File: config.mk
export PLATFORM = sky130hd
export DESIGN_NAME = playfair_digraph_cipher
export DESIGN_NICKNAME = d
export VERILOG_FILES = /design/src/sv/pdc_pkg.sv /design/src/sv/pdc_front.sv /design/src/sv/pdc_queue.sv /design/src/sv/pdc_back.sv /design/src/sv/playfair_digraph_cipher.sv
export SDC_FILE = /design/constraint.sdc
export NUM_CORES = 1
export LEC_CHECK = 0
export BUFFER_PORTS_ARGS = -buffer_cell sky130_fd_sc_hd__buf_2
export CAP_MARGIN = 30
export CORE_MARGIN = 5
export CORE_UTILIZATION = 55
export CTS_BUF_LIST = sky130_fd_sc_hd__clkbuf_8
export DETAILED_ROUTE_END_ITERATION = 10
export GPL_ROUTABILITY_DRIVEN = 0
export PLACE_DENSITY = 0.72
export SYNTH_ARGS = -nofsm -noshare
export SYNTH_HDL_FRONTEND = slang
export SYNTH_SLANG_ARGS = --single-unit
export TNS_END_PERCENT = 5
File: constraint.sdc
create_clock -name aclk -period 6.58 [get_ports aclk]
set_clock_uncertainty 0.15 [all_clocks]
set_input_delay 0.987 -clock aclk [delete_from_list [all_inputs] [get_ports aclk]]
set_output_delay 0.987 -clock aclk [all_outputs]
set_load 0.05 [all_outputs]
File: src/sv/pdc_pkg.sv
package pdc_pkg;

    localparam int LETTER_W        = 5;
    localparam int SIDE            = 5;
    localparam int ROW_W           = SIDE * LETTER_W;
    localparam int POS_W           = 3;
    localparam int DATA_W          = 8;
    localparam int CFG_INDEX_W     = 3;
    localparam int QUEUE_DEPTH_DEF = 2;

    localparam logic [LETTER_W-1:0] CODE_X = 5'd23;
    localparam logic [LETTER_W-1:0] CODE_I = 5'd8;
    localparam logic [LETTER_W-1:0] CODE_J = 5'd9;

    // Register indexes of the configuration port.
    localparam logic [CFG_INDEX_W-1:0] CFG_DECIPHER_MODE = 3'd0;
    localparam logic [CFG_INDEX_W-1:0] CFG_SQUARE_ROW_0  = 3'd1;
    localparam logic [CFG_INDEX_W-1:0] CFG_SQUARE_ROW_1  = 3'd2;
    localparam logic [CFG_INDEX_W-1:0] CFG_SQUARE_ROW_2  = 3'd3;
    localparam logic [CFG_INDEX_W-1:0] CFG_SQUARE_ROW_3  = 3'd4;
    localparam logic [CFG_INDEX_W-1:0] CFG_SQUARE_ROW_4  = 3'd5;

    // Reset square: a..z without j, row-major.
    localparam logic [ROW_W-1:0] SQUARE_ROW_0_RST = 25'd4294688;
    localparam logic [ROW_W-1:0] SQUARE_ROW_1_RST = 25'd10755269;
    localparam logic [ROW_W-1:0] SQUARE_ROW_2_RST = 25'd16201099;
    localparam logic [ROW_W-1:0] SQUARE_ROW_3_RST = 25'd21613104;
    localparam logic [ROW_W-1:0] SQUARE_ROW_4_RST = 25'd27025109;

    typedef logic [LETTER_W-1:0]        letter_t;
    typedef logic [POS_W-1:0]           pos_t;
    typedef logic [SIDE-1:0][ROW_W-1:0] square_t;

    typedef struct packed {
        pos_t row;
        pos_t col;
    } cell_pos_t;

    typedef enum logic [1:0] {
        JOB_PASS      = 2'd0,
        JOB_PAIR      = 2'd1,
        JOB_PAIR_PASS = 2'd2
    } job_kind_t;

    // One unit of work for the back end: a lone letter, a digraph, or a
    // digraph followed by a lone letter.
    typedef struct packed {
        job_kind_t kind;
        letter_t   first_letter;
        letter_t   second_letter;
        letter_t   pass_letter;
    } job_t;

    function automatic letter_t cell_at(square_t sq, pos_t row, pos_t col);
        return sq[row][LETTER_W*col +: LETTER_W];
    endfunction

    // First match in row-major order wins; j searches as i; no match gives 0,0.
    function automatic cell_pos_t locate(letter_t letter, square_t sq);
        letter_t   key;
        cell_pos_t pos;
        key = (letter == CODE_J) ? CODE_I : letter;
        pos = '0;
        for (int r = SIDE - 1; r >= 0; r--) begin
            for (int c = SIDE - 1; c >= 0; c--) begin
                if (sq[r][LETTER_W*c +: LETTER_W] == key) begin
                    pos.row = POS_W'(r);
                    pos.col = POS_W'(c);
                end
            end
        end
        return pos;
    endfunction

    // One step around the square, forward or backward.
    function automatic pos_t step_pos(pos_t v, logic backward);
        pos_t res;
        if (backward) begin
            res = (v == '0) ? POS_W'(SIDE - 1) : v - 1'b1;
        end else begin
            res = (v == POS_W'(SIDE - 1)) ? '0 : v + 1'b1;
        end
        return res;
    endfunction

endpackage

File: src/sv/pdc_front.sv
module pdc_front import pdc_pkg::*; (
    input  logic    aclk,
    input  logic    aresetn,
    input  logic    in_valid,
    input  letter_t in_letter,
    input  logic    in_last,
    output logic    in_ready,
    input  logic    q_full,
    output logic    push,
    output job_t    push_job
);

    letter_t pending_letter_reg, pending_letter_next;
    logic    pending_valid_reg, pending_valid_next;
    logic    accept;

    assign in_ready = !q_full;
    assign accept   = in_valid && !q_full;

    always_comb begin
        pending_letter_next    = pending_letter_reg;
        pending_valid_next     = pending_valid_reg;
        push                   = 1'b0;
        push_job               = '0;
        push_job.kind          = JOB_PASS;
        push_job.first_letter  = pending_letter_reg;
        push_job.second_letter = in_letter;
        push_job.pass_letter   = in_letter;
        if (accept) begin
            if (!pending_valid_reg) begin
                if (in_last) begin
                    push = 1'b1;
                end else begin
                    pending_letter_next = in_letter;
                    pending_valid_next  = 1'b1;
                end
            end else if (in_letter == pending_letter_reg) begin
                // A doubled letter is split by x and stays pending unless it ends the message.
                push                   = 1'b1;
                push_job.kind          = in_last ? JOB_PAIR_PASS : JOB_PAIR;
                push_job.second_letter = CODE_X;
                pending_valid_next     = !in_last;
            end else begin
                push               = 1'b1;
                push_job.kind      = JOB_PAIR;
                pending_valid_next = 1'b0;
            end
        end
    end

    always_ff @(posedge aclk) begin
        if (!aresetn) begin
            pending_letter_reg <= '0;
            pending_valid_reg  <= 1'b0;
        end else begin
            pending_letter_reg <= pending_letter_next;
            pending_valid_reg  <= pending_valid_next;
        end
    end

endmodule

File: src/sv/pdc_queue.sv
module pdc_queue import pdc_pkg::*; #(
    parameter int Depth = QUEUE_DEPTH_DEF
) (
    input  logic aclk,
    input  logic aresetn,
    input  logic push,
    input  job_t push_job,
    output logic full,
    input  logic pop,
    output logic head_valid,
    output job_t head_job
);

    localparam int PtrW = (Depth > 1) ? $clog2(Depth) : 1;
    localparam int CntW = $clog2(Depth + 1);

    job_t            mem [Depth];
    logic [PtrW-1:0] wr_ptr_reg, wr_ptr_next;
    logic [PtrW-1:0] rd_ptr_reg, rd_ptr_next;
    logic [CntW-1:0] count_reg, count_next;

    assign full       = (count_reg == CntW'(Depth));
    assign head_valid = (count_reg != '0);
    assign head_job   = mem[rd_ptr_reg];

    always_comb begin
        wr_ptr_next = wr_ptr_reg;
        rd_ptr_next = rd_ptr_reg;
        count_next  = count_reg;
        if (push) begin
            wr_ptr_next = (wr_ptr_reg == PtrW'(Depth - 1)) ? '0 : wr_ptr_reg + 1'b1;
        end
        if (pop) begin
            rd_ptr_next = (rd_ptr_reg == PtrW'(Depth - 1)) ? '0 : rd_ptr_reg + 1'b1;
        end
        case ({push, pop})
            2'b10:   count_next = count_reg + 1'b1;
            2'b01:   count_next = count_reg - 1'b1;
            default: count_next = count_reg;
        endcase
    end

    always_ff @(posedge aclk) begin
        if (push) begin
            mem[wr_ptr_reg] <= push_job;
        end
    end

    always_ff @(posedge aclk) begin
        if (!aresetn) begin
            wr_ptr_reg <= '0;
            rd_ptr_reg <= '0;
            count_reg  <= '0;
        end else begin
            wr_ptr_reg <= wr_ptr_next;
            rd_ptr_reg <= rd_ptr_next;
            count_reg  <= count_next;
        end
    end

endmodule

File: src/sv/pdc_back.sv
module pdc_back import pdc_pkg::*; (
    input  logic    aclk,
    input  logic    aresetn,
    input  logic    decipher_mode,
    input  square_t square,
    input  logic    head_valid,
    input  job_t    head_job,
    output logic    pop,
    output logic    out_valid,
    input  logic    out_ready,
    output letter_t out_letter,
    output logic    out_last
);

    job_t      job_reg, job_next;
    logic      loaded_reg, loaded_next;
    cell_pos_t pos_a_reg, pos_a_next;
    cell_pos_t pos_b_reg, pos_b_next;
    logic [1:0] idx_reg, idx_next;
    logic      out_valid_reg, out_valid_next;
    letter_t   out_letter_reg, out_letter_next;
    logic      out_last_reg, out_last_next;

    logic      fire, take, last_emit, same_row, same_col;
    logic [1:0] last_idx;
    pos_t      sel_row, sel_col;
    letter_t   emit_letter;

    assign fire = loaded_reg && (!out_valid_reg || out_ready);

    always_comb begin
        case (job_reg.kind)
            JOB_PASS:      last_idx = 2'd0;
            JOB_PAIR:      last_idx = 2'd1;
            JOB_PAIR_PASS: last_idx = 2'd2;
            default:       last_idx = 2'd0;
        endcase
    end

    assign last_emit = (idx_reg == last_idx);
    assign take      = !loaded_reg || (fire && last_emit);
    assign pop       = take && head_valid;

    // Cell chosen for the current output letter of a digraph.
    assign same_row = (pos_a_reg.row == pos_b_reg.row);
    assign same_col = (pos_a_reg.col == pos_b_reg.col);

    always_comb begin
        if (idx_reg == 2'd0) begin
            if (same_row) begin
                sel_row = pos_a_reg.row;
                sel_col = step_pos(pos_a_reg.col, decipher_mode);
            end else if (same_col) begin
                sel_row = step_pos(pos_a_reg.row, decipher_mode);
                sel_col = pos_a_reg.col;
            end else begin
                sel_row = pos_a_reg.row;
                sel_col = pos_b_reg.col;
            end
        end else begin
            if (same_row) begin
                sel_row = pos_a_reg.row;
                sel_col = step_pos(pos_b_reg.col, decipher_mode);
            end else if (same_col) begin
                sel_row = step_pos(pos_b_reg.row, decipher_mode);
                sel_col = pos_a_reg.col;
            end else begin
                sel_row = pos_b_reg.row;
                sel_col = pos_a_reg.col;
            end
        end
        if (job_reg.kind == JOB_PASS || idx_reg == 2'd2) begin
            emit_letter = job_reg.pass_letter;
        end else begin
            emit_letter = cell_at(square, sel_row, sel_col);
        end
    end

    always_comb begin
        job_next        = job_reg;
        loaded_next     = loaded_reg;
        pos_a_next      = pos_a_reg;
        pos_b_next      = pos_b_reg;
        idx_next        = idx_reg;
        out_valid_next  = out_valid_reg;
        out_letter_next = out_letter_reg;
        out_last_next   = out_last_reg;

        if (fire) begin
            out_valid_next  = 1'b1;
            out_letter_next = emit_letter;
            out_last_next   = last_emit;
            idx_next        = idx_reg + 1'b1;
        end else if (out_ready) begin
            out_valid_next = 1'b0;
        end

        if (pop) begin
            job_next    = head_job;
            loaded_next = 1'b1;
            pos_a_next  = locate(head_job.first_letter, square);
            pos_b_next  = locate(head_job.second_letter, square);
            idx_next    = '0;
        end else if (take) begin
            loaded_next = 1'b0;
        end
    end

    always_ff @(posedge aclk) begin
        job_reg        <= job_next;
        pos_a_reg      <= pos_a_next;
        pos_b_reg      <= pos_b_next;
        idx_reg        <= idx_next;
        out_letter_reg <= out_letter_next;
        out_last_reg   <= out_last_next;
    end

    always_ff @(posedge aclk) begin
        if (!aresetn) begin
            loaded_reg    <= 1'b0;
            out_valid_reg <= 1'b0;
        end else begin
            loaded_reg    <= loaded_next;
            out_valid_reg <= out_valid_next;
        end
    end

    assign out_valid  = out_valid_reg;
    assign out_letter = out_letter_reg;
    assign out_last   = out_last_reg;

endmodule

File: src/sv/playfair_digraph_cipher.sv
// Playfair digraph cipher over a 5x5 key square. Letter codes (a=0 .. z=25)
// enter one per transaction on the s_ side, with s_tlast marking the last
// letter of a message, and are paired into digraphs: both letters are looked
// up in the key square (j takes the place of i), then a pair in one row moves
// one column right (encipher) or left (decipher), a pair in one column moves
// one row down or up, and any other pair swaps corners. A letter equal to the
// pending one is paired with x and stays pending unless it ends the message;
// a lone letter at the end of a message passes through unchanged. Each input
// transaction yields zero to three result transactions on the m_ side, and
// m_tlast flags the last result that one input caused. The front end takes
// one letter per cycle while its job queue has room; the back end drives one
// result per cycle from a single output register while m_tready is high, so
// a message streams at one letter per cycle, with one extra result for each
// doubled letter. A letter that completes a pair goes through the job queue
// and the back end's job register into the output register on the m_ side.
// The square and the mode are read live by the back end, so write them only
// while no letters are in flight; an index above five is ignored.
module playfair_digraph_cipher import pdc_pkg::*; #(
    parameter int QueueDepth = QUEUE_DEPTH_DEF
) (
    input  logic                   aclk,
    input  logic                   aresetn,
    // Letter input channel.
    input  logic                   s_tvalid,
    output logic                   s_tready,
    input  logic [DATA_W-1:0]      s_tdata,    // [4:0] letter, rest zero
    input  logic                   s_tlast,    // end_of_message
    // Result channel.
    output logic                   m_tvalid,
    input  logic                   m_tready,
    output logic [DATA_W-1:0]      m_tdata,    // [4:0] out_letter, rest zero
    output logic                   m_tlast,    // last_of_run
    // Configuration write port.
    input  logic                   cfg_wr_en,
    input  logic [CFG_INDEX_W-1:0] cfg_index,
    input  logic [ROW_W-1:0]       cfg_wr_data
);

    // Configuration registers.
    logic    decipher_mode_reg, decipher_mode_next;
    square_t square_reg, square_next;

    always_comb begin
        decipher_mode_next = decipher_mode_reg;
        square_next        = square_reg;
        if (cfg_wr_en) begin
            case (cfg_index)
                CFG_DECIPHER_MODE: decipher_mode_next = cfg_wr_data[0];
                CFG_SQUARE_ROW_0:  square_next[0]     = cfg_wr_data;
                CFG_SQUARE_ROW_1:  square_next[1]     = cfg_wr_data;
                CFG_SQUARE_ROW_2:  square_next[2]     = cfg_wr_data;
                CFG_SQUARE_ROW_3:  square_next[3]     = cfg_wr_data;
                CFG_SQUARE_ROW_4:  square_next[4]     = cfg_wr_data;
                default:           decipher_mode_next = decipher_mode_reg;
            endcase
        end
    end

    always_ff @(posedge aclk) begin
        if (!aresetn) begin
            decipher_mode_reg <= 1'b0;
            square_reg[0]     <= SQUARE_ROW_0_RST;
            square_reg[1]     <= SQUARE_ROW_1_RST;
            square_reg[2]     <= SQUARE_ROW_2_RST;
            square_reg[3]     <= SQUARE_ROW_3_RST;
            square_reg[4]     <= SQUARE_ROW_4_RST;
        end else begin
            decipher_mode_reg <= decipher_mode_next;
            square_reg        <= square_next;
        end
    end

    // The front end pairs letters and turns them into jobs for the queue.
    logic    q_full, q_push, q_pop, q_head_valid;
    job_t    q_push_job, q_head_job;
    letter_t out_letter;

    pdc_front u_front (
        .aclk      (aclk),
        .aresetn   (aresetn),
        .in_valid  (s_tvalid),
        .in_letter (s_tdata[LETTER_W-1:0]),
        .in_last   (s_tlast),
        .in_ready  (s_tready),
        .q_full    (q_full),
        .push      (q_push),
        .push_job  (q_push_job)
    );

    // Short job queue so a stalled result port does not stop intake at once.
    pdc_queue #(
        .Depth (QueueDepth)
    ) u_queue (
        .aclk       (aclk),
        .aresetn    (aresetn),
        .push       (q_push),
        .push_job   (q_push_job),
        .full       (q_full),
        .pop        (q_pop),
        .head_valid (q_head_valid),
        .head_job   (q_head_job)
    );

    // The back end locates the letters in the square and emits the results.
    pdc_back u_back (
        .aclk          (aclk),
        .aresetn       (aresetn),
        .decipher_mode (decipher_mode_reg),
        .square        (square_reg),
        .head_valid    (q_head_valid),
        .head_job      (q_head_job),
        .pop           (q_pop),
        .out_valid     (m_tvalid),
        .out_ready     (m_tready),
        .out_letter    (out_letter),
        .out_last      (m_tlast)
    );

    assign m_tdata = {{(DATA_W - LETTER_W){1'b0}}, out_letter};

endmodule

== After elaboration in Yosys (flattened, before gate mapping) ==
Memories as Yosys holds them, arrays and structs flattened. A register that Yosys moved wholly into a read port is not among the register bits.
Cells that the tools add are included.

* RAM bits: 34
* Bits in read-only memories: 0
* Logic and storage cells: 258
* Output and inout port bits: 11
* Latch bits: 0
* Memories: 1
* Register bits: 165

{| class="wikitable"
|+ Memory list
! memory !! depth !! bits a word !! read ports !! clocked after memory_dff !! wr ports !! RTL line !! source
|-
| u_queue.mem || 2 || 17 || 1 || 1 || 1 || pdc_queue.sv:17 || <nowiki>job_t mem [Depth];</nowiki>
|}

* Shift operators: 1
* $mul: 1
* Divide/modulo/power cells: 0
* Multiplexer cells: 99
* Eq/ne operators: 71
* Add/subtract/negate cells: 13
* $lt $le $gt $ge: 1
* Reductions and logical operators: 39
* Bitwise gates (word level): 2

{| class="wikitable"
|+ Operators by type and width
! cell !! number
|-
| equality test 5 bit || 51
|-
| two-way mux 5 bit || 26
|-
| binary-select mux 25 bit (select 3 bit) || 1
|-
| two-way mux 3 bit || 23
|-
| two-way mux 6 bit || 10
|-
| two-way mux 4 bit || 10
|-
| OR reduction 20 bit || 2
|-
| two-way mux 25 bit || 1
|-
| indexed part select 25 x 7 -> 5 bit || 1
|-
| OR reduction 10 bit || 2
|-
| equality test 3 bit, second input constant || 6
|-
| two-way mux 1 bit || 18
|-
| two-way mux 2 bit || 8
|-
| logical NOT 3 bit || 5
|-
| adder 3 x 1 -> 3 bit, second input constant || 4
|-
| AND reduction 2 bit || 6
|-
| subtractor 3 x 1 -> 3 bit, second input constant || 4
|-
| equality test 5 x 4 -> 1 bit, second input constant || 2
|-
| OR reduction 5 bit || 2
|-
| equality test 2 bit, second input constant || 4
|-
| one-hot mux 2 bit (2 select lines) || 2
|-
| nonzero test 2 bit || 4
|-
| OR reduction 4 bit || 2
|-
| equality test 3 x 2 -> 1 bit, second input constant || 2
|-
| 16 further kinds || 31
|}

== Longest topological paths before layout ==
Gate-level depths: netlist of the first run.

* Word-level depth: 27
* Gate-level depth with buffers: 14
* Mapped depth without buffers: 12

== By module ==
A second synthesis of the first run with hierarchy kept.

* Cell total of the unflattened synthesis: 1445
* Area, all modules: 13728.2 um^2

{| class="wikitable"
|+ Modules (own cells, without submodules)
! module !! area each (um^2) !! instances !! sequential area each (um^2) !! cells an instance
|-
| pdc_back || 6862.8 || 1 || 830.8 || 848
|-
| playfair_digraph_cipher || 5007.3 || 1 || 2522.4 || 475
|-
| pdc_queue || 1441.4 || 1 || 1121.1 || 75
|-
| pdc_front || 416.6 || 1 || 120.1 || 47
|}

== Worst setup path after synthesis of the first run ==
No wires, ideal clock.

* Kind: reg2reg
* Start: reg u_back.pos_b_reg[3] (netlist name)
* End: reg u_back.out_letter_reg[3], in the netlist u_back.out_letter[3], data pin
* Period minus slack after synthesis: 3336 ps
* Setup time: 263 ps
* Stages on the path, launching flop included: 13
* Data required time: 6167 ps
* Path buffers: 0
* Arrival time: 2923 ps
* Setup slack: 3244 ps
* Cell sequence: edfxtp_1 inv_1 ha_1 ha_1 a211o_1 a41oi_1 a2111oi_4 or3_4 nor2_4 mux2_2 a222oi_1 o21bai_1 a21oi_1

* Longest elaborated chain between the ends: 10
* Elaborated cells on any way between the ends: 20
* Those cells by class: add/sub (2); mul (1); eq/ne (2); shift (1); mux (13); reduce/logical (1)

{| class="wikitable"
|+ Ends and longest elaborated chain
! element !! RTL line !! source
|-
| start: declaration || pdc_back.sv:18 || <nowiki>cell_pos_t pos_b_reg, pos_b_next;</nowiki>
|-
| start signal: assignment || pdc_back.sv:112 || <nowiki>pos_b_reg <= pos_b_next;</nowiki>
|-
| adder 3 x 1 -> 3 bit (tied with other cells) || pdc_pkg.sv:81 || <nowiki>res = (v == POS_W'(SIDE - 1)) ? '0 : v + 1'b1;</nowiki>
|-
| two-way mux 3 bit, on equally long branches || pdc_pkg.sv:81, pdc_pkg.sv:79 ||
|-
| two-way mux 3 bit || pdc_pkg.sv:78 || <nowiki>if (backward) begin</nowiki>
|-
| two-way mux 3 bit || pdc_back.sv:64 || <nowiki>end else if (same_col) begin</nowiki>
|-
| two-way mux 3 bit || pdc_back.sv:61 || <nowiki>if (same_row) begin</nowiki>
|-
| two-way mux 3 bit || pdc_back.sv:49 || <nowiki>if (idx_reg == 2'd0) begin</nowiki>
|-
| binary-select mux 25 bit (select 3 bit) || pdc_pkg.sv:55 || <nowiki>return sq[row][LETTER_W*col +: LETTER_W];</nowiki>
|-
| two-way mux 25 bit (implied by the code) || pdc_pkg.sv:55 ||
|-
| indexed part select 25 x 7 -> 5 bit (*) || pdc_pkg.sv:55 ||
|-
| two-way mux 5 bit (*) || pdc_back.sv:72 || <nowiki>if (job_reg.kind == JOB_PASS || idx_reg == 2'd2) begin</nowiki>
|-
| net u_back.emit_letter[3] || pdc_back.sv:27 || <nowiki>letter_t emit_letter;</nowiki>
|-
| end signal: assignment || pdc_back.sv:114 || <nowiki>out_letter_reg <= out_letter_next;</nowiki>
|-
| end: declaration || pdc_back.sv:21 || <nowiki>letter_t out_letter_reg, out_letter_next;</nowiki>
|}

The timed path passes the listed nets; every way through them passes the cells marked *. The select of a mux whose other input is x is not followed.
A chain may end at the register's enable or synchronous reset.

== Worst setup path in the final report of the first run ==
* Start: reg u_back.pos_a_reg[3] (netlist name)
* End: reg u_back.out_letter_reg[0], in the netlist u_back.out_letter[0], data pin

* Longest elaborated chain between the ends: 10
* Elaborated cells on any way between the ends: 20
* Those cells by class: add/sub (2); mul (1); eq/ne (2); shift (1); mux (13); reduce/logical (1)

{| class="wikitable"
|+ Ends and longest elaborated chain
! element !! RTL line !! source
|-
| start: declaration || pdc_back.sv:17 || <nowiki>cell_pos_t pos_a_reg, pos_a_next;</nowiki>
|-
| start signal: assignment || pdc_back.sv:111 || <nowiki>pos_a_reg <= pos_a_next;</nowiki>
|-
| adder 3 x 1 -> 3 bit (tied with other cells) || pdc_pkg.sv:81 ||
|-
| two-way mux 3 bit, on equally long branches || pdc_pkg.sv:81, pdc_pkg.sv:79 ||
|-
| two-way mux 3 bit || pdc_pkg.sv:78 ||
|-
| two-way mux 3 bit || pdc_back.sv:53 || <nowiki>end else if (same_col) begin</nowiki>
|-
| two-way mux 3 bit || pdc_back.sv:50 || <nowiki>if (same_row) begin</nowiki>
|-
| two-way mux 3 bit || pdc_back.sv:49 ||
|-
| binary-select mux 25 bit (select 3 bit) || pdc_pkg.sv:55 ||
|-
| two-way mux 25 bit (implied by the code) || pdc_pkg.sv:55 ||
|-
| indexed part select 25 x 7 -> 5 bit (*) || pdc_pkg.sv:55 ||
|-
| two-way mux 5 bit (*) || pdc_back.sv:72 ||
|-
| net u_back.emit_letter[0] || pdc_back.sv:27 ||
|}

Marks and branches as above.

==> summary.md, run 1 <==
| Metric | Value |
|---|---|
| Skew-Pair Late Insertion Delay | `0.52 ns` |
| Post-route minimum period | `4.35 ns` |
| Starting Density | `0.560` |
| Leading cell types by total area after synthesis | `dfxtp_1 (21%), edfxtp_1 (13%), xnor2_1 (11%)` |
| Avg Cell Area, Syn | `8.57 um^2` |
| Setup violations, final | `0` |
| Placed cells | `1900` |
| Setup bufs post-CTS | `0` |
| Post-synth top cells | `nand2_1 (339), xnor2_1 (174), dfxtp_1 (141)` |
| Grt ovf | `0` |
| Antenna violations before repair | `0` |
| Clock transition at path regs | `0.13 ns` |
| Worst-case hold slack | `0.347 ns` |
| CTS Buf Count | `17` |
| Max-capacitance violation count | `0` |
| Unrepaired setup endpoints after global routing | `false` |
| First-pass GRT wire length | `64800 um` |
| Final wirelength | `42100 um` |
| Hold Path Depth | `2` |
| Top_reg_cell synth | `dfxtp_1` |
| Starting DRT DRC Count | `1427` |
| Num Clock Sinks | `200` |
| Number of vias per cell | `6.21` |
| Slew margin rel. | `0.275` |
| HP Class | `register to register` |
| CTS H-tree lvls | `4` |
| Power Dens Cells | `470 nW/um^2` |
| Synth top area share | `0.207` |
| Setup crit end kind | `register` |
| TNS Setup | `0 ns` |
| Vias in the first global route | `11200` |
| Worst EP arrival | `4.52 ns` |
| Die Span X | `168 um` |
| Sequential area share after synthesis | `0.336` |
| WL/cell | `21.8 um` |
| Crit-path max FO | `28` |
| Most common cell in the netlist | `nand2_1` |
| Final ANT Viol Nets | `0` |
| FMAX | `230 MHz` |
| Yosys cell types | `81` |
| Count of mapped cells out of synthesis | `1593` |
| Final Hold Fails | `0` |
| Post-CTS Resized | `0` |
| Fin crit share | `0.661` |
| Pleak | `5.40 nW` |
| Post-DP HPWL | `30600 um` |
| Worst Max-Slew Pin Slew | `1.08 ns` |
| CTS tree | `built` |
| Vias | `12000` |
| Status | `finished clean` |
| Final Power | `6.84 mW` |
| Antenna cells | `0` |
| CP Launch Type | `register` |
| Setup slack, reg-to-reg | `2.23 ns` |
| Worst vdd rail ir drop | `0.323 mV` |
| Pins Over Slew Limit | `0` |
| Clk root buf | `clkbuf_8` |
| Fin cells | `1934` |
| Largest net degree at the start of global routing | `79` |
| Clk buf depth | `2` |
| Synth warnings | `0` |
| Top Ports | `53` |
| EDFF count, synth | `59` |
| Post-synthesis register bit count | `200` |
| Worst Reg-to-Reg Cells | `8` |
| Placed cell areas | `14000 um^2` |
| Die ar. | `28100 um^2` |
| Critical path class | `register to register` |
| WP data required | `6.75 ns` |
| Hold_buf cts | `0` |
| DP Worst Slack | `2.29 ns` |
| Largest area contributor in the synthesized netlist | `dfxtp_1` |
| Initial DRT Pass Iterations | `9` |
| Async SR Flop Fraction | `0` |
| Syn-to-layout area delta | `6.57%` |
| Number of cell rows | `57` |
| Largest register FFs | `125` |
| # DRC | `0` |
| All-layer global routing usage | `0.292` |
| Fin util | `0.597` |
| Core Area | `24400 um^2` |
| Nets | `1658` |
| Share of cells above drive strength 1 | `0.109` |
| Final instance area | `14600 um^2` |
| Die Ht | `168 um` |
| Fin worst setup slack | `2.23 ns` |
| Port Buffers | `46` |
| Cell area after synthesis | `13700 um^2` |
layer usage:
metal / up-vias / global-route usage / share of wire
li1: 5540 / - / -
met1: 5652 / 0.379 / 0.40
met2: 651 / 0.477 / 0.46
met3: 165 / 0.0514 / 0.090
met4: 0 / 0.132 / 0.051
met5: - / 0 / 0
cell families after synthesis:
logic type                 share of synthesized area
buffers and inverters                         0.0520
muxes                                         0.0617
DFF                                            0.336
and+or+nand+nor                                0.216
adders and majority gates                     0.0174
other                                       0.000275
AOI/OAI and AO/OA                              0.149
xor gates and xnor gates                       0.168
power by group:
group | total, mW | switching (mW) | internal, mW
logic | 4.30 | 2.78 | 1.52
registers | 1.63 | 0.148 | 1.48
clock network | 0.909 | 0.586 | 0.323
final timing paths:
| check | from | end |
|---|---|---|
| min reg2reg | square_reg[30]$_SDFFE_PN0P_ | square_reg[30]$_SDFFE_PN0P_ |
| max reg2reg | u_back.pos_a_reg[3]$_SDFFCE_PP0P_ | u_back.out_letter[0]$_DFFE_PP_ |
| max | u_back.pos_a_reg[3]$_SDFFCE_PP0P_ | u_back.out_letter[0]$_DFFE_PP_ |
| min | square_reg[30]$_SDFFE_PN0P_ | square_reg[30]$_SDFFE_PN0P_ |
cell type report:
cell class	instances	area [um^2]
well taps	324	405
multi-input cells	1256	8390
clock inverters	15	234
flip-flops and latches	200	4590
repair buffers	76	528
fillers	2175	9840
clock buffers	17	234
inverters	46	173
cells in the final DEF (no fill, tap or decap), drive strengths merged, types with 9 or more instances in the layout:
cell / count
nor4: 40
xor2: 86
nor2b: 14
inv: 57
a221oi: 17
o21a: 14
nand3: 62
o21ai: 36
mux2: 18
clkbuf: 17
nand4: 30
edfxtp: 59
xnor2: 174
a31oi: 11
mux2i: 45
nand2: 339
a21oi: 33
or2: 9
nand2b: 10
buf: 76
nor2: 66
a21boi: 73
o211ai: 10
ha: 19
a211oi: 22
nor3: 23
dfxtp: 141
critical path, stage by stage (launching register included):
cell      delay (ns)
edfxtp_1        0.55
xor2_2          0.26
nor3_4          0.73
mux4_2          0.95
nor3_2          0.48
o21ai_1         0.17
a32oi_1         0.44
o21ai_1         0.15
a31oi_1         0.27
Power figures use the tool's default switching activity.
==> run 2, diff against run 1 <==
--- a/config.mk
+++ b/config.mk
@@ -12,7 +12,7 @@
 export CTS_BUF_LIST = sky130_fd_sc_hd__clkbuf_8
 export DETAILED_ROUTE_END_ITERATION = 10
 export GPL_ROUTABILITY_DRIVEN = 0
-export PLACE_DENSITY = 0.72
+export PLACE_DENSITY = 0.75
 export SYNTH_ARGS = -nofsm -noshare
 export SYNTH_HDL_FRONTEND = slang
 export SYNTH_SLANG_ARGS = --single-unit
==> constraint.sdc (replaced) <==
create_clock -name aclk -period 3.85 [get_ports aclk]
set_clock_uncertainty 0.15 [all_clocks]
set_input_delay 0.5775 -clock aclk [delete_from_list [all_inputs] [get_ports aclk]]
set_output_delay 0.5775 -clock aclk [all_outputs]
set_load 0.05 [all_outputs]
==> run 2 against run 1 <==
Against the previous run: power is 76% higher; sequential share of layout area is 0.60 points lower; register-to-register slack lost 2.1 ns; combinational power increased by 83%; via count increased by 1.9%; sequential power increased by 69%; critical path type unchanged; largest cell class unchanged.
==> summary.md, run 2 (synthesis results as in run 1) <==
| Metric | Value |
|---|---|
| Hold_buf cts | `0 (unchanged)` |
| CTS H-tree lvls | `4 (unchanged)` |
| CP Launch Type | `register` |
| Metal2 WL | `19100 um (-1.3%)` |
| Fin worst setup slack | `0.0923 ns (-2.14 ns)` |
| Slew margin rel. | `0.304 (+0.0286)` |
| Share of cells above drive strength 1 | `0.132 (+0.0228)` |
| Syn-to-layout area delta | `8.63%` |
| Num Clock Sinks | `200 (unchanged)` |
| Worst EP arrival | `3.94 ns (-0.58 ns)` |
| Post-Route M1 WL | `17000 um (+0.98%)` |
| Die Ht | `168 um (unchanged)` |
| TNS Setup | `0 ns (unchanged)` |
| Crit path to | `u_back.out_letter[0]$_DFFE_PP_` |
| Starting DRT DRC Count | `1513 (+6.0%)` |
| Initial DRT Pass Iterations | `6 (-3)` |
| CTS Buf Count | `17 (unchanged)` |
| Worst-case hold slack | `0.172 ns (-0.175 ns)` |
| Vias in the first global route | `11600 (+3.5%)` |
| Status | `finished clean` |
| Final instance area | `14800 um^2 (+1.9%)` |
| Clk buf depth | `2 (unchanged)` |
| Worst vdd rail ir drop | `0.445 mV (+38%)` |
| Vias | `12200 (+1.9%)` |
| Setup slack, reg-to-reg | `0.09 ns (-2.14 ns)` |
| Commonest non-fill, non-tap cells in the layout | `nand2_1 (339), xnor2_1 (174), dfxtp_1 (141)` |
| Setup crit end kind | `register` |
| Clk root buf | `clkbuf_8` |
| Nets | `1698 (+2.4%)` |
| Clock transition at path regs | `0.12 ns (about the same)` |
| Fill cells | `2102 (-3.4%)` |
| Max Used Layer | `met5` |
| Critical path origin | `u_back.pos_a_reg[1]$_SDFFCE_PP0P_` |
| Post-DP HPWL | `31600 um (+3.3%)` |
| Max-capacitance violation count | `0 (unchanged)` |
| Core Area | `24400 um^2 (unchanged)` |
| Number of vias per cell | `6.20 (-0.18%)` |
| Unrepaired setup endpoints after global routing | `false` |
| WL/cell | `21.5 um (-1.3%)` |
| Die Span X | `168 um (unchanged)` |
| Crit-path max FO | `16 (-43%)` |
| Pleak | `5.57 nW (+3.3%)` |
| Pins Over Slew Limit | `0 (unchanged)` |
| Largest net degree at the start of global routing | `84 (+6.3%)` |
| First-pass GRT wire length | `65800 um (+1.6%)` |
| Number of cell rows | `57 (unchanged)` |
| WP data required | `4.03 ns (-2.72 ns)` |
| All-layer global routing usage | `0.295 (+0.00289)` |
| HP Class | `input port to register` |
| Skew-Pair Late Insertion Delay | `0.50 ns (-0.02 ns)` |
| Final Hold Fails | `0 (unchanged)` |
| Fin crit share | `0.976 (+0.315)` |
| Post-route minimum period | `3.76 ns (-0.592 ns)` |
| Met3 Wirelength | `4150 um (+8.9%)` |
| CTS tree | `built` |
| DP Worst Slack | `0.132 ns (-2.16 ns)` |
| Power Dens Cells | `812 nW/um^2 (+73%)` |
| Commonest non-fill, non-tap cell in the layout | `nand2_1` |
| Reg-to-reg startpoint | `u_back.pos_a_reg[1]$_SDFFCE_PP0P_` |
| Setup violations, final | `0 (unchanged)` |
| Final wirelength | `42500 um (+0.84%)` |
| Port Buffers | `46 (unchanged)` |
| Grt ovf | `0 (unchanged)` |
| Starting Density | `0.560 (unchanged)` |
| Critical path class | `register to register` |
| Placed cell areas | `14400 um^2 (+2.2%)` |
| Worst Reg-to-Reg Cells | `11 (+3)` |
| Die ar. | `28100 um^2 (unchanged)` |
| # DRC | `0 (unchanged)` |
| FMAX | `266 MHz (+16%)` |
| R2R Path End | `u_back.out_letter[0]$_DFFE_PP_` |
| Largest register FFs | `125 (unchanged)` |
| Antenna violations before repair | `2 (+2)` |
| Top Ports | `53 (unchanged)` |
| Final ANT Viol Nets | `0 (unchanged)` |
| Final Power | `12.1 mW (+76%)` |
| Worst Max-Slew Pin Slew | `1.04 ns (-0.0429 ns)` |
==> run 2: through the flow <==
stage                      util  std cells
final                     0.608       1975
after global routing      0.608       1975
after CTS                 0.606       1970
after floorplan               -       1595
after global placement    0.588       1937
after detailed placement  0.589       1938
==> run 2: worst min-delay path by stage <==
stage / end / cells after the start / from
after CTS: u_queue.mem[1][1]$_DFFE_PP_ / 1 / s_tdata[1]
after detailed placement: square_reg[30]$_SDFFE_PN0P_ / 2 / square_reg[30]$_SDFFE_PN0P_
after global routing: u_queue.mem[1][1]$_DFFE_PP_ / 1 / s_tdata[1]
final: u_queue.mem[1][1]$_DFFE_PP_ / 1 / s_tdata[1]
after global placement: u_back.out_valid$_SDFFE_PN0P_ / 2 / u_back.loaded_reg$_SDFFE_PN0P_
after floorplan: u_back.out_valid$_SDFFE_PN0P_ / 2 / u_back.loaded_reg$_SDFFE_PN0P_
==> run 2: layer usage <==
layer | track usage | vias to the layer above
met2 | 0.473 | 662
met4 | 0.132 | 2
met1 | 0.386 | 5835
li1 | - | 5606
met5 | 0 | -
met3 | 0.0594 | 135
==> run 2: power by group <==
group / total (mW) / internal [mW] / leakage (nW) / switching (mW)
clock: 1.42 / 0.511 / 0.211 / 0.914
sequential: 2.75 / 2.53 / 1.70 / 0.221
combinational: 7.88 / 3.06 / 3.66 / 4.82
total: 12.1 / 6.10 / 5.57 / 5.95
==> run 2: worst max-delay path, stage by stage, from the launching register on <==
cell,delay (ns)
edfxtp_1,0.42
inv_1,0.08
ha_1,0.24
ha_1,0.24
nor2b_1,0.15
a211o_1,0.30
mux4_2,0.73
nor3_2,0.33
o21ai_1,0.11
a32oi_1,0.45
o21ai_1,0.14
a31oi_1,0.23
==> run 2: cell type report <==
| cell class | count | area, um^2 | area share |
|---|---|---|---|
| diodes | 1 | 2.50 | 0.000169 |
| clock buffers | 17 | 234 | 0.0158 |
| clock inverters | 15 | 194 | 0.0131 |
| inverters | 46 | 173 | 0.0116 |
| multi-input cells | 1256 | 8390 | 0.566 |
| flip-flops and latches | 200 | 4590 | 0.310 |
| well taps | 324 | 405 | 0.0273 |
| repair buffers | 116 | 841 | 0.0567 |
==> run 2: timing repair <==
action / 4_1_cts / 5_1_grt
endpoints found under the setup margin: 0 / 5
setup buffers: 0 / 4
hold endpoints to repair: 0 / 0
gates resized for setup: 0 / 3
